--- config.mk ---
export PLATFORM = sky130hd
export DESIGN_NAME = biquad_lowpass_filter_unit
export DESIGN_NICKNAME = d
export VERILOG_FILES = /design/src/bqlpf_pkg.sv /design/src/biquad_lowpass_filter_unit.sv /design/src/bqlpf_ctrl.sv /design/src/bqlpf_datapath.sv
export SDC_FILE = /design/constraint.sdc
export NUM_CORES = 2
export LEC_CHECK = 0
export BUFFER_PORTS_ARGS = -buffer_cell sky130_fd_sc_hd__buf_2
export CORE_MARGIN = 2
export CORE_UTILIZATION = 40
export CTS_BUF_LIST = sky130_fd_sc_hd__clkbuf_8 sky130_fd_sc_hd__clkbuf_16
export DETAILED_ROUTE_END_ITERATION = 8
export PLACE_DENSITY = 0.65
export SLEW_MARGIN = 20
export SYNTH_ARGS = -nofsm -noshare
export SYNTH_HDL_FRONTEND = slang
export SYNTH_SLANG_ARGS = --single-unit
--- constraint.sdc ---
create_clock -name clk_i -period 15.5 [get_ports clk_i]
set_input_delay 2.325 -clock clk_i [delete_from_list [all_inputs] [get_ports clk_i]]
set_output_delay 2.325 -clock clk_i [all_outputs]
set_load 0.005 [all_outputs]
--- src/bqlpf_pkg.sv ---
`timescale 1ns / 1ps
`default_nettype none
// ----------------------------------------------------------------------------
// bqlpf_pkg
// Shared types and constants of the biquad low-pass filter unit.
// ----------------------------------------------------------------------------
package bqlpf_pkg;

  localparam int unsigned SampleW = 16;
  localparam int unsigned CoefW   = 18;
  localparam int unsigned StateW  = 32;
  localparam int unsigned ScaleW  = 32;
  localparam int unsigned CfgIdxW = 3;
  localparam int unsigned CfgW    = 32;

  localparam logic [CfgIdxW-1:0] REG_B0    = 3'd0;
  localparam logic [CfgIdxW-1:0] REG_B1    = 3'd1;
  localparam logic [CfgIdxW-1:0] REG_B2    = 3'd2;
  localparam logic [CfgIdxW-1:0] REG_A1    = 3'd3;
  localparam logic [CfgIdxW-1:0] REG_A2    = 3'd4;
  localparam logic [CfgIdxW-1:0] REG_SCALE = 3'd5;

  localparam logic [ScaleW-1:0] SCALE_RESET = 32'd65536;

  typedef enum logic [1:0] {
    KIND_FILTER = 2'd0,
    KIND_PRIME  = 2'd1,
    KIND_CLEAR  = 2'd2,
    KIND_NONE   = 2'd3
  } kind_e;

  typedef enum logic [3:0] {
    ST_IDLE,
    ST_PRIME,
    ST_PRIME_WR,
    ST_A1,
    ST_A2,
    ST_W1,
    ST_W2,
    ST_B0,
    ST_B1,
    ST_B2,
    ST_Y1,
    ST_Y2,
    ST_CLEAR,
    ST_NULL
  } state_e;

  typedef enum logic [2:0] {
    MS_PRIME,
    MS_D1A1,
    MS_D2A2,
    MS_WB0,
    MS_D1B1,
    MS_D2B2
  } mul_sel_e;

  typedef enum logic [2:0] {
    ACC_HOLD,
    ACC_LOAD_X,
    ACC_SUB,
    ACC_LOAD_P,
    ACC_ADD
  } acc_op_e;

  typedef struct packed {
    mul_sel_e   mul_sel;
    acc_op_e    acc_op;
    logic       load_in;
    logic       prime_load;
    logic       w_load;
    logic       out_load;
    logic       out_zero;
    logic       clear_state;
    logic       shift_state;
  } cmd_t;

  typedef struct packed {
    logic out_free;
  } status_t;

endpackage : bqlpf_pkg
`default_nettype wire

--- src/biquad_lowpass_filter_unit.sv ---
`timescale 1ns / 1ps
`default_nettype none
// ----------------------------------------------------------------------------
// biquad_lowpass_filter_unit
// Direct form II second-order low-pass biquad on signed 16-bit samples.
// ----------------------------------------------------------------------------
// One transaction is handled at a time. A filter transaction steps through
// states A1, A2, W1, W2, B0, B1, B2, Y1 and Y2 before its result is loaded
// into the output register, a prime transaction runs PRIME and PRIME_WR
// first, and a clear or unused transaction loads its zero result from its
// own state; the next input is accepted in the cycle after the load. The
// single shared 33x18 multiplier forms the five products of a filter
// transaction (six with priming) one per cycle, with the accumulate and
// rounding steps alongside them. A finished result waits in the output
// register while the next transaction is accepted and worked on; a further
// result stalls the block until the output register is free.
// Coefficients are signed Q2.16, delays Q24.8, prime_scale unsigned Q16.16;
// write them only while the block is idle.
// ----------------------------------------------------------------------------
module biquad_lowpass_filter_unit
  import bqlpf_pkg::*;
(
  input  wire logic               clk_i,
  input  wire logic               rst_ni,
  input  wire logic               cfg_we_i,
  input  wire logic [CfgIdxW-1:0] cfg_index_i,
  input  wire logic [CfgW-1:0]    cfg_data_i,
  input  wire logic               s_axis_tvalid,
  output logic                    s_axis_tready,
  input  wire logic [15:0]        s_axis_tdata,   // [15:0] sample
  input  wire logic [1:0]         s_axis_tuser,   // [1:0] kind
  output logic                    m_axis_tvalid,
  input  wire logic               m_axis_tready,
  output logic [15:0]             m_axis_tdata,   // [15:0] filtered
  output logic [0:0]              m_axis_tuser    // [0] substituted
);

  cmd_t    cmd;
  status_t status;

  bqlpf_ctrl u_ctrl (
    .clk_i      (clk_i),
    .rst_ni     (rst_ni),
    .in_valid_i (s_axis_tvalid),
    .in_kind_i  (kind_e'(s_axis_tuser)),
    .in_ready_o (s_axis_tready),
    .status_i   (status),
    .cmd_o      (cmd)
  );

  bqlpf_datapath u_datapath (
    .clk_i          (clk_i),
    .rst_ni         (rst_ni),
    .cfg_we_i       (cfg_we_i),
    .cfg_index_i    (cfg_index_i),
    .cfg_data_i     (cfg_data_i),
    .in_sample_i    (s_axis_tdata),
    .cmd_i          (cmd),
    .status_o       (status),
    .out_valid_o    (m_axis_tvalid),
    .out_ready_i    (m_axis_tready),
    .out_filtered_o (m_axis_tdata),
    .out_subst_o    (m_axis_tuser[0])
  );

  // one transaction in flight: no second acceptance right after one
  assert property (@(posedge clk_i) disable iff (!rst_ni)
    (s_axis_tvalid && s_axis_tready) |=> !s_axis_tready)
    else $error("input accepted while a transaction is in flight");

  // a result is only loaded when the output register can take it
  assert property (@(posedge clk_i) disable iff (!rst_ni)
    cmd.out_load |-> status.out_free)
    else $error("result loaded over an unconsumed result");

  // the delay shift belongs to the cycle that loads a filter result
  assert property (@(posedge clk_i) disable iff (!rst_ni)
    cmd.shift_state |-> (cmd.out_load && !cmd.out_zero))
    else $error("delay shift without a filter result");

  // state updates never collide
  assert property (@(posedge clk_i) disable iff (!rst_ni)
    $onehot0({cmd.clear_state, cmd.prime_load, cmd.shift_state, cmd.w_load}))
    else $error("conflicting state updates");

endmodule : biquad_lowpass_filter_unit
`default_nettype wire

--- src/bqlpf_ctrl.sv ---
`timescale 1ns / 1ps
`default_nettype none
// ----------------------------------------------------------------------------
// bqlpf_ctrl
// Sequencer that steps the shared multiplier and accumulator through one item.
// ----------------------------------------------------------------------------
module bqlpf_ctrl
  import bqlpf_pkg::*;
(
  input  wire logic    clk_i,
  input  wire logic    rst_ni,
  input  wire logic    in_valid_i,
  input  wire kind_e   in_kind_i,
  output logic         in_ready_o,
  input  wire status_t status_i,
  output cmd_t         cmd_o
);

  state_e state_q, state_d;

  always_ff @(posedge clk_i or negedge rst_ni) begin
    if (!rst_ni) begin
      state_q <= ST_IDLE;
    end else begin
      state_q <= state_d;
    end
  end

  always_comb begin
    state_d = state_q;
    unique case (state_q)
      ST_IDLE: begin
        if (in_valid_i) begin
          unique case (in_kind_i)
            KIND_FILTER: state_d = ST_A1;
            KIND_PRIME:  state_d = ST_PRIME;
            KIND_CLEAR:  state_d = ST_CLEAR;
            KIND_NONE:   state_d = ST_NULL;
            default:     state_d = ST_NULL;
          endcase
        end
      end
      ST_PRIME:    state_d = ST_PRIME_WR;
      ST_PRIME_WR: state_d = ST_A1;
      ST_A1:       state_d = ST_A2;
      ST_A2:       state_d = ST_W1;
      ST_W1:       state_d = ST_W2;
      ST_W2:       state_d = ST_B0;
      ST_B0:       state_d = ST_B1;
      ST_B1:       state_d = ST_B2;
      ST_B2:       state_d = ST_Y1;
      ST_Y1:       state_d = ST_Y2;
      ST_Y2, ST_CLEAR, ST_NULL: begin
        if (status_i.out_free) begin
          state_d = ST_IDLE;
        end
      end
      default:     state_d = ST_IDLE;
    endcase
  end

  always_comb begin
    cmd_o         = '0;
    cmd_o.mul_sel = MS_PRIME;
    cmd_o.acc_op  = ACC_HOLD;
    in_ready_o    = 1'b0;
    unique case (state_q)
      ST_IDLE: begin
        in_ready_o    = 1'b1;
        cmd_o.load_in = in_valid_i;
      end
      ST_PRIME:    cmd_o.mul_sel = MS_PRIME;
      ST_PRIME_WR: cmd_o.prime_load = 1'b1;
      ST_A1: begin
        cmd_o.mul_sel = MS_D1A1;
        cmd_o.acc_op  = ACC_LOAD_X;
      end
      ST_A2: begin
        cmd_o.mul_sel = MS_D2A2;
        cmd_o.acc_op  = ACC_SUB;
      end
      ST_W1:       cmd_o.acc_op = ACC_SUB;
      ST_W2:       cmd_o.w_load = 1'b1;
      ST_B0:       cmd_o.mul_sel = MS_WB0;
      ST_B1: begin
        cmd_o.mul_sel = MS_D1B1;
        cmd_o.acc_op  = ACC_LOAD_P;
      end
      ST_B2: begin
        cmd_o.mul_sel = MS_D2B2;
        cmd_o.acc_op  = ACC_ADD;
      end
      ST_Y1:       cmd_o.acc_op = ACC_ADD;
      ST_Y2: begin
        cmd_o.out_load    = status_i.out_free;
        cmd_o.shift_state = status_i.out_free;
      end
      ST_CLEAR: begin
        cmd_o.out_load    = status_i.out_free;
        cmd_o.out_zero    = 1'b1;
        cmd_o.clear_state = status_i.out_free;
      end
      ST_NULL: begin
        cmd_o.out_load = status_i.out_free;
        cmd_o.out_zero = 1'b1;
      end
      default: begin
        cmd_o.acc_op = ACC_HOLD;
      end
    endcase
  end

endmodule : bqlpf_ctrl
`default_nettype wire

--- src/bqlpf_datapath.sv ---
`timescale 1ns / 1ps
`default_nettype none
// ----------------------------------------------------------------------------
// bqlpf_datapath
// Coefficient registers, delay state, shared multiplier, accumulator and
// output register of the biquad.
// ----------------------------------------------------------------------------
module bqlpf_datapath
  import bqlpf_pkg::*;
(
  input  wire logic               clk_i,
  input  wire logic               rst_ni,
  input  wire logic               cfg_we_i,
  input  wire logic [CfgIdxW-1:0] cfg_index_i,
  input  wire logic [CfgW-1:0]    cfg_data_i,
  input  wire logic [SampleW-1:0] in_sample_i,
  input  wire cmd_t               cmd_i,
  output status_t                 status_o,
  output logic                    out_valid_o,
  input  wire logic               out_ready_i,
  output logic [SampleW-1:0]      out_filtered_o,
  output logic                    out_subst_o
);

  localparam int unsigned MulAW  = StateW + 1;
  localparam int unsigned ProdW  = MulAW + CoefW;
  localparam int unsigned AccW   = ProdW + 2;

  logic signed [CoefW-1:0]  b0_q, b1_q, b2_q, a1_q, a2_q;
  logic        [ScaleW-1:0] scale_q;

  always_ff @(posedge clk_i or negedge rst_ni) begin
    if (!rst_ni) begin
      b0_q    <= '0;
      b1_q    <= '0;
      b2_q    <= '0;
      a1_q    <= '0;
      a2_q    <= '0;
      scale_q <= SCALE_RESET;
    end else if (cfg_we_i) begin
      unique case (cfg_index_i)
        REG_B0:    b0_q    <= cfg_data_i[CoefW-1:0];
        REG_B1:    b1_q    <= cfg_data_i[CoefW-1:0];
        REG_B2:    b2_q    <= cfg_data_i[CoefW-1:0];
        REG_A1:    a1_q    <= cfg_data_i[CoefW-1:0];
        REG_A2:    a2_q    <= cfg_data_i[CoefW-1:0];
        REG_SCALE: scale_q <= cfg_data_i[ScaleW-1:0];
        default: ;
      endcase
    end
  end

  logic signed [SampleW-1:0] x_q;
  logic signed [StateW-1:0]  d1_q, d2_q, w_q, w_d, prime_d;
  logic                      subst_q, subst_d;
  logic signed [ProdW-1:0]   prod_q, prod_d;
  logic signed [AccW-1:0]    acc_q, acc_d;
  logic signed [MulAW-1:0]   mul_a;
  logic signed [CoefW-1:0]   mul_b;

  always_ff @(posedge clk_i) begin
    if (cmd_i.load_in) begin
      x_q <= in_sample_i;
    end
  end

  // one shared 33x18 signed multiplier, product registered
  always_comb begin
    mul_a = {{(MulAW-StateW){d1_q[StateW-1]}}, d1_q};
    mul_b = a1_q;
    unique case (cmd_i.mul_sel)
      MS_PRIME: begin
        mul_a = {1'b0, scale_q};
        mul_b = {{(CoefW-SampleW){x_q[SampleW-1]}}, x_q};
      end
      MS_D1A1: begin
        mul_a = {{(MulAW-StateW){d1_q[StateW-1]}}, d1_q};
        mul_b = a1_q;
      end
      MS_D2A2: begin
        mul_a = {{(MulAW-StateW){d2_q[StateW-1]}}, d2_q};
        mul_b = a2_q;
      end
      MS_WB0: begin
        mul_a = {{(MulAW-StateW){w_q[StateW-1]}}, w_q};
        mul_b = b0_q;
      end
      MS_D1B1: begin
        mul_a = {{(MulAW-StateW){d1_q[StateW-1]}}, d1_q};
        mul_b = b1_q;
      end
      MS_D2B2: begin
        mul_a = {{(MulAW-StateW){d2_q[StateW-1]}}, d2_q};
        mul_b = b2_q;
      end
      default: ;
    endcase
  end

  assign prod_d = mul_a * mul_b;

  always_ff @(posedge clk_i) begin
    prod_q <= prod_d;
  end

  logic signed [AccW-1:0] x_acc, prod_ext;
  assign x_acc    = {{(AccW-SampleW-24){x_q[SampleW-1]}}, x_q, 24'd0};
  assign prod_ext = {{(AccW-ProdW){prod_q[ProdW-1]}}, prod_q};

  always_comb begin
    acc_d = acc_q;
    unique case (cmd_i.acc_op)
      ACC_HOLD:   acc_d = acc_q;
      ACC_LOAD_X: acc_d = x_acc;
      ACC_SUB:    acc_d = acc_q - prod_ext;
      ACC_LOAD_P: acc_d = prod_ext;
      ACC_ADD:    acc_d = acc_q + prod_ext;
      default:    acc_d = acc_q;
    endcase
  end

  always_ff @(posedge clk_i) begin
    acc_q <= acc_d;
  end

  // prime value: round Q.16 product to Q24.8, saturate to state width
  logic signed [ProdW-1:0] p_shr;
  logic                    p_fits;
  assign p_shr  = (prod_q + ProdW'(128)) >>> 8;
  assign p_fits = (&p_shr[ProdW-1:StateW-1]) | ~(|p_shr[ProdW-1:StateW-1]);
  assign prime_d = p_fits ? p_shr[StateW-1:0]
                          : (p_shr[ProdW-1] ? {1'b1, {(StateW-1){1'b0}}}
                                            : {1'b0, {(StateW-1){1'b1}}});

  // new delay value; falls back to the sample when out of state range
  logic signed [AccW-1:0] w_shr;
  logic                   w_fits;
  assign w_shr   = (acc_q + AccW'(32768)) >>> 16;
  assign w_fits  = (&w_shr[AccW-1:StateW-1]) | ~(|w_shr[AccW-1:StateW-1]);
  assign w_d     = w_fits ? w_shr[StateW-1:0]
                          : {{(StateW-SampleW-8){x_q[SampleW-1]}}, x_q, 8'd0};
  assign subst_d = ~w_fits;

  always_ff @(posedge clk_i) begin
    if (cmd_i.w_load) begin
      w_q     <= w_d;
      subst_q <= subst_d;
    end
  end

  always_ff @(posedge clk_i or negedge rst_ni) begin
    if (!rst_ni) begin
      d1_q <= '0;
      d2_q <= '0;
    end else if (cmd_i.clear_state) begin
      d1_q <= '0;
      d2_q <= '0;
    end else if (cmd_i.prime_load) begin
      d1_q <= prime_d;
      d2_q <= prime_d;
    end else if (cmd_i.shift_state) begin
      d1_q <= w_q;
      d2_q <= d1_q;
    end
  end

  // output: round Q.24 to integer, saturate to sample range
  logic signed [AccW-1:0]    y_shr;
  logic                      y_fits;
  logic signed [SampleW-1:0] y_sat;
  assign y_shr  = (acc_q + AccW'(8388608)) >>> 24;
  assign y_fits = (&y_shr[AccW-1:SampleW-1]) | ~(|y_shr[AccW-1:SampleW-1]);
  assign y_sat  = y_fits ? y_shr[SampleW-1:0]
                         : (y_shr[AccW-1] ? {1'b1, {(SampleW-1){1'b0}}}
                                          : {1'b0, {(SampleW-1){1'b1}}});

  logic                 out_valid_q;
  logic [SampleW-1:0]   out_filtered_q;
  logic                 out_subst_q;

  assign status_o.out_free = ~out_valid_q | out_ready_i;

  always_ff @(posedge clk_i or negedge rst_ni) begin
    if (!rst_ni) begin
      out_valid_q <= 1'b0;
    end else if (cmd_i.out_load) begin
      out_valid_q <= 1'b1;
    end else if (out_ready_i) begin
      out_valid_q <= 1'b0;
    end
  end

  always_ff @(posedge clk_i) begin
    if (cmd_i.out_load) begin
      out_filtered_q <= cmd_i.out_zero ? '0 : y_sat;
      out_subst_q    <= cmd_i.out_zero ? 1'b0 : subst_q;
    end
  end

  assign out_valid_o    = out_valid_q;
  assign out_filtered_o = out_filtered_q;
  assign out_subst_o    = out_subst_q;

endmodule : bqlpf_datapath
`default_nettype wire
### Word level (Yosys, flattened, before mapping)

Cells that the tools add are included.

* register bits: 361
* bits of input ports: 58
* output and inout bits: 19
* word-level logic and storage cells: 119

* $add $sub $neg: 5
* multiply operators: 1
* equal/unequal tests: 31
* muxes and demuxes: 30
* bitwise gates (word level): 9
* reductions and logical operators: 25

Operator list (number)
* $mux W32: 9
* $pmux W53 S4: 1
* $pmux W33 S3: 1
* $pmux W18 S5: 1
* $add A53 B17 Y53 const B: 1
* $add A53 B25 Y53 const B: 1
* $add A53 B51 Y53: 1
* $sub A53 B51 Y53: 1
* $add A51 B9 Y51 const B: 1
* $mul A33 B18 Y51: 1
* $pmux W4 S12: 1
* $mux W16: 2
* $eq A4 B4 Y1 const B: 6
* $eq A3 B2 Y1 const B: 6
* $eq A4 B3 Y1 const B: 4
* $pmux W4 S4: 1
* $eq A3 B3 Y1 const B: 5
* $pmux W3 S5: 1
* $reduce_and A14 Y1: 1
* $reduce_and A2 Y1: 7
* $reduce_or A14 Y1: 1
* $pmux W3 S4: 1
* $reduce_and A12 Y1: 1
* $reduce_or A12 Y1: 1
* 21 further kinds: 45

### Depth between registers and ports, before layout

* depth after elaboration: 7
* gate-level depth with buffers: 35

### By module

Synthesis repeated with hierarchy kept, for this count alone.

* cells, all modules: 4540
* area total of the unflattened synthesis: 41708.8 um^2

By module, submodules not included
* bqlpf_datapath: instances 1, cells an instance 4478, area each 41278.3 um^2, seq. area each 9275.1 um^2
* bqlpf_ctrl: instances 1, cells an instance 62, area each 430.4 um^2, seq. area each 100.1 um^2

### Worst setup path before layout

OpenSTA, ideal clock, no wires.

* kind: register to register
* start point: register u_ctrl.state_q[0]
* end point: register u_datapath.prod_q[50]
* data arrival time: 8.008 ns
* required time: 15.379 ns
* path slack: 7.371 ns
* cell stages (with the launch flop): 30
* buffers on the path: 4
* path through: dfrtp_1 clkbuf_1 nand2_1 nor2_1 clkbuf_1 clkbuf_1 a22oi_1 nand4_1 o21a_1 clkbuf_1 nand2_1 fa_1 fa_1 fa_1 inv_1 fa_1 fa_1 inv_1 fa_1 inv_1 ha_1 and3_1 and4_1 o2111ai_1 a2111oi_0 nor2_1 o311a_1 o21bai_1 a21oi_1 xnor2_1

* longest elaborated chain between the ends: 6
* elaborated cells between the ends (all ways): 15
* those cells by class: mul: 1; eq/ne: 9; mux: 3; reduce/logical: 2

RTL lines
* start, declared: RTL line bqlpf_ctrl.sv:19 `state_e state_q, state_d;`
* start signal, assigned: RTL line bqlpf_ctrl.sv:25 `state_q <= state_d;`
* $eq A4 B4 Y1 (tied with other cells): RTL line bqlpf_ctrl.sv:67 `unique case (state_q)`
* $pmux W3 S5 (*): RTL line bqlpf_ctrl.sv:67
* $eq A3 B2 Y1 / $eq A3 B3 Y1 (equally long branches): RTL line bqlpf_datapath.sv:71 `unique case (cmd_i.mul_sel)`
* $reduce_or A2 Y1 (no source line)
* $pmux W33 S3: RTL line bqlpf_datapath.sv:71
* $mul A33 B18 Y51 (*): RTL line bqlpf_datapath.sv:100 `assign prod_d = mul_a * mul_b;`
* named net u_datapath.prod_d[50]: RTL line bqlpf_datapath.sv:56 `logic signed [ProdW-1:0] prod_q, prod_d;`
* end signal, assigned: RTL line bqlpf_datapath.sv:103 `prod_q <= prod_d;`
* end, declared: RTL line bqlpf_datapath.sv:56

Mark *: on every way through the listed nets, which the timed path passes. The rest lies on a longest branch.
A chain may end at the register's enable or synchronous reset.

### Final worst setup path

* start point: register u_ctrl.state_q[3]
* end point: register u_datapath.prod_q[50]

The elaborated chain is that of the path after synthesis.

==> reports/metrics.cfg <==
[floorplanning]
core_um2=102000
die_h_um=324
die_x_um=324
initial_core_util_pct=40.4
placementRows=117
pin_count=77
dieArea_um2=105000

[clocking]
cts_buffer_depth=3
cts_hold_buf=0
cts_resized=0
cts_tree=built
clk-insertion-delay-late_ns=0.57
root_buffer=clkbuf_16
numCtsBuffers=38
h-tree-depth=2
cts_sinks=361
clk_pin_slew_worst_paths_ns=0.06
post-cts-setup-buffers=0

[yosys]
yosys_warnings=0
synth_top_area_share_pct=27.8
ys_seq_area_share_pct=22.8
syn_inst=4544
synth_area_um2=41100
synthesis.nets=5352
async_flop_share_pct=52.9
yosys-top-cells-area=fa_1 (28%), dfrtp_1 (12%), edfxtp_1 (8.7%)
yosysUniqueCellTypes=84
synth_edf_count=119
ys.flop_type=dfrtp_1
syn_area_per_cell_um2=9.04
synth_top_area_cell=fa_1
ys_ff_latch=361

[detailed_routing]
wirelength_met1_um=51500
wl_per_cell_um=21.5
drt_pre_antenna_iters=8
first_iter_violations=3191
wirelength_um=126000
routed.top_layer=met4
dr_wl_met2_um=59600
vias=32900
route.detailed.drc=0
vias_per_cell=5.59
ant_nets=0
met3_length_um=9970

[place]
place.gp.congestion=0.932
hpwl_um=96900
io_buffers=76

[timing]
setup_violations=0
hold_viol=0
finalCriticalPeriod_ns=10.22
drv_slew=0
max_freq_mhz=97.9
fin_setup_tns_ns=0
fin_crit_sh_pct=65.9
worstMarginPinSlew_ns=1.08
relSlewSlack_pct=27.9
rsz0062_at_grt=no
finClkSkew_ns=0.0220

[worst_setup_path]
arrival_ns=10.66
critPathMostFrequentCell=fa_1
crit_type=reg2reg
crit_path_end_kind=register
critPathLaunchType=register
worstPathMaxFanout=53
critPathMaxStageDelay_ns=0.88
cp_slowest_cell=or3_2
required_ns=15.95

[worst_hold_path]
hp-class=reg2reg

[run]
drv_cap=0

[grt]
grt-ovfl-total=0
grt_pass1_wl_um=196000
grt_max_degree=70
antenna_found_initial=5
grt_pass1_vias=32700
gr-usage-all-layers_pct=23.9

[cells_and_area]
drive_above_1_share_pct=8.73
antenna_cells=0
synthToLayoutAreaGrowth_pct=7.44
final_nets=5291

[run_status]
outcome=complete, no violations

==> Yosys cell counts, types with 15 or more instances <==
cell	number
fa_1	570
o211ai_1	15
o21a_1	45
o21ai_0	183
dfxtp_1	51
inv_1	715
xor2_1	78
nor3_1	39
nor2_1	408
mux2_2	129
a211oi_1	19
nand3_1	65
a21oi_1	164
edfxtp_1	119
a21o_1	37
and4_1	22
a222oi_1	23
nor2b_1	26
ha_1	180
nand4_1	59
nand2_1	606
buf_2	16
a22oi_1	53
and3_1	23
and2_1	35
clkbuf_1	213
nand2b_1	45
dfrtp_1	190
xnor2_1	152
o21ai_1	50
==> layer usage <==
layer  GRT usage, %  vias to the layer above
met5              0                        -
met4           9.04                        0
met2           39.0                     1396
li1               -                    14500
met1           32.2                    16700
met3           3.36                      261
==> worst max-delay path, delay by kind of cell, from the launching register on <==
family	cells	cell delay, ns
DFF	1	0.83
xor gates and xnor gates	1	0.13
and+or+nand+nor	9	2.25
adders and majority gates	7	3.50
AOI/OAI and AO/OA	6	2.11
muxes	1	0.36
buffers and inverters	6	0.85
==> registers in the layout, indices dropped and copies added, names as in the netlist, 4 cells and up <==
register,flops
u_datapath.b0_q,18
u_datapath.d1_q,32
u_ctrl.state_q,4
u_datapath.d2_q,32
u_datapath.prod_q,51
u_datapath.out_filtered_o,16
u_datapath.acc_q,53
u_datapath.w_q,32
u_datapath.b2_q,18
u_datapath.scale_q,32
u_datapath.a1_q,18
u_datapath.x_q,16
u_datapath.b1_q,18
u_datapath.a2_q,18
==> metrics by stage <==
stage	std cells	setup slack [ns]	util [%]	instance area, µm²	hold WS, ns
CTS	5881	5.39	43.4	44100	0.485
global route	5881	4.58	43.4	44100	0.504
global placement	5811	5.48	42.2	42900	0.463
floorplan	4544	7.37	-	41100	0.450
detailed placement	5811	5.41	42.2	42900	0.472
finish	5881	5.28	43.4	44100	0.483
==> final cells by class <==
| type | instances | area [µm²] |
|---|---|---|
| fill | 9873 | 57600 |
| inverter | 717 | 2690 |
| sequential | 361 | 9380 |
| clock inverter | 24 | 169 |
| multi-input combinational | 3228 | 28300 |
| clock buffer | 46 | 1070 |
| timing repair buffer | 137 | 847 |
| tap | 1368 | 1710 |
==> worst paths after layout <==
| check | cells past startpoint | slack, ns | startpoint | end |
|---|---|---|---|---|
| min in group asynchronous | 1 | 1.73 | rst_ni | u_datapath.scale_q[31] |
| max | 30 | 5.28 | u_ctrl.state_q[3] | u_datapath.prod_q[50] |
| min | 2 | 0.48 | u_datapath.d2_q[18] | u_datapath.d2_q[18] |
| max in group asynchronous | 2 | 12.45 | rst_ni | u_datapath.d1_q[29] |
| min reg2reg | 2 | 0.48 | u_datapath.d2_q[18] | u_datapath.d2_q[18] |
| max reg2reg | 30 | 5.28 | u_ctrl.state_q[3] | u_datapath.prod_q[50] |
==> layout by cell type, fill, tap and decap left out, drive strengths merged, types with 19 or more instances in the layout <==
master	count
and4	22
nor2	408
xnor2	152
nor3	40
a21o	37
xor2	78
nand3	67
nand2	606
edfxtp	119
dfxtp	51
inv	728
a22oi	53
a222oi	23
a211oi	19
dfrtp	190
and2	35
nor2b	26
a21oi	164
mux2	139
nand4	59
o21a	45
clkbuf	47
and3	24
o21ai	233
fa	570
ha	180
buf	136
nand2b	45
==> cell families after synthesis <==
kind of cell,share of synthesized area (%)
flops,22.8
fa+ha+maj,33.3
buf+inv,8.81
mux,4.22
xor+xnor,4.90
simple gates,15.3
compound gates,10.7
Power is not shown: default switching activity piles up to over one toggle a cycle in this logic, so the estimate is an artifact.
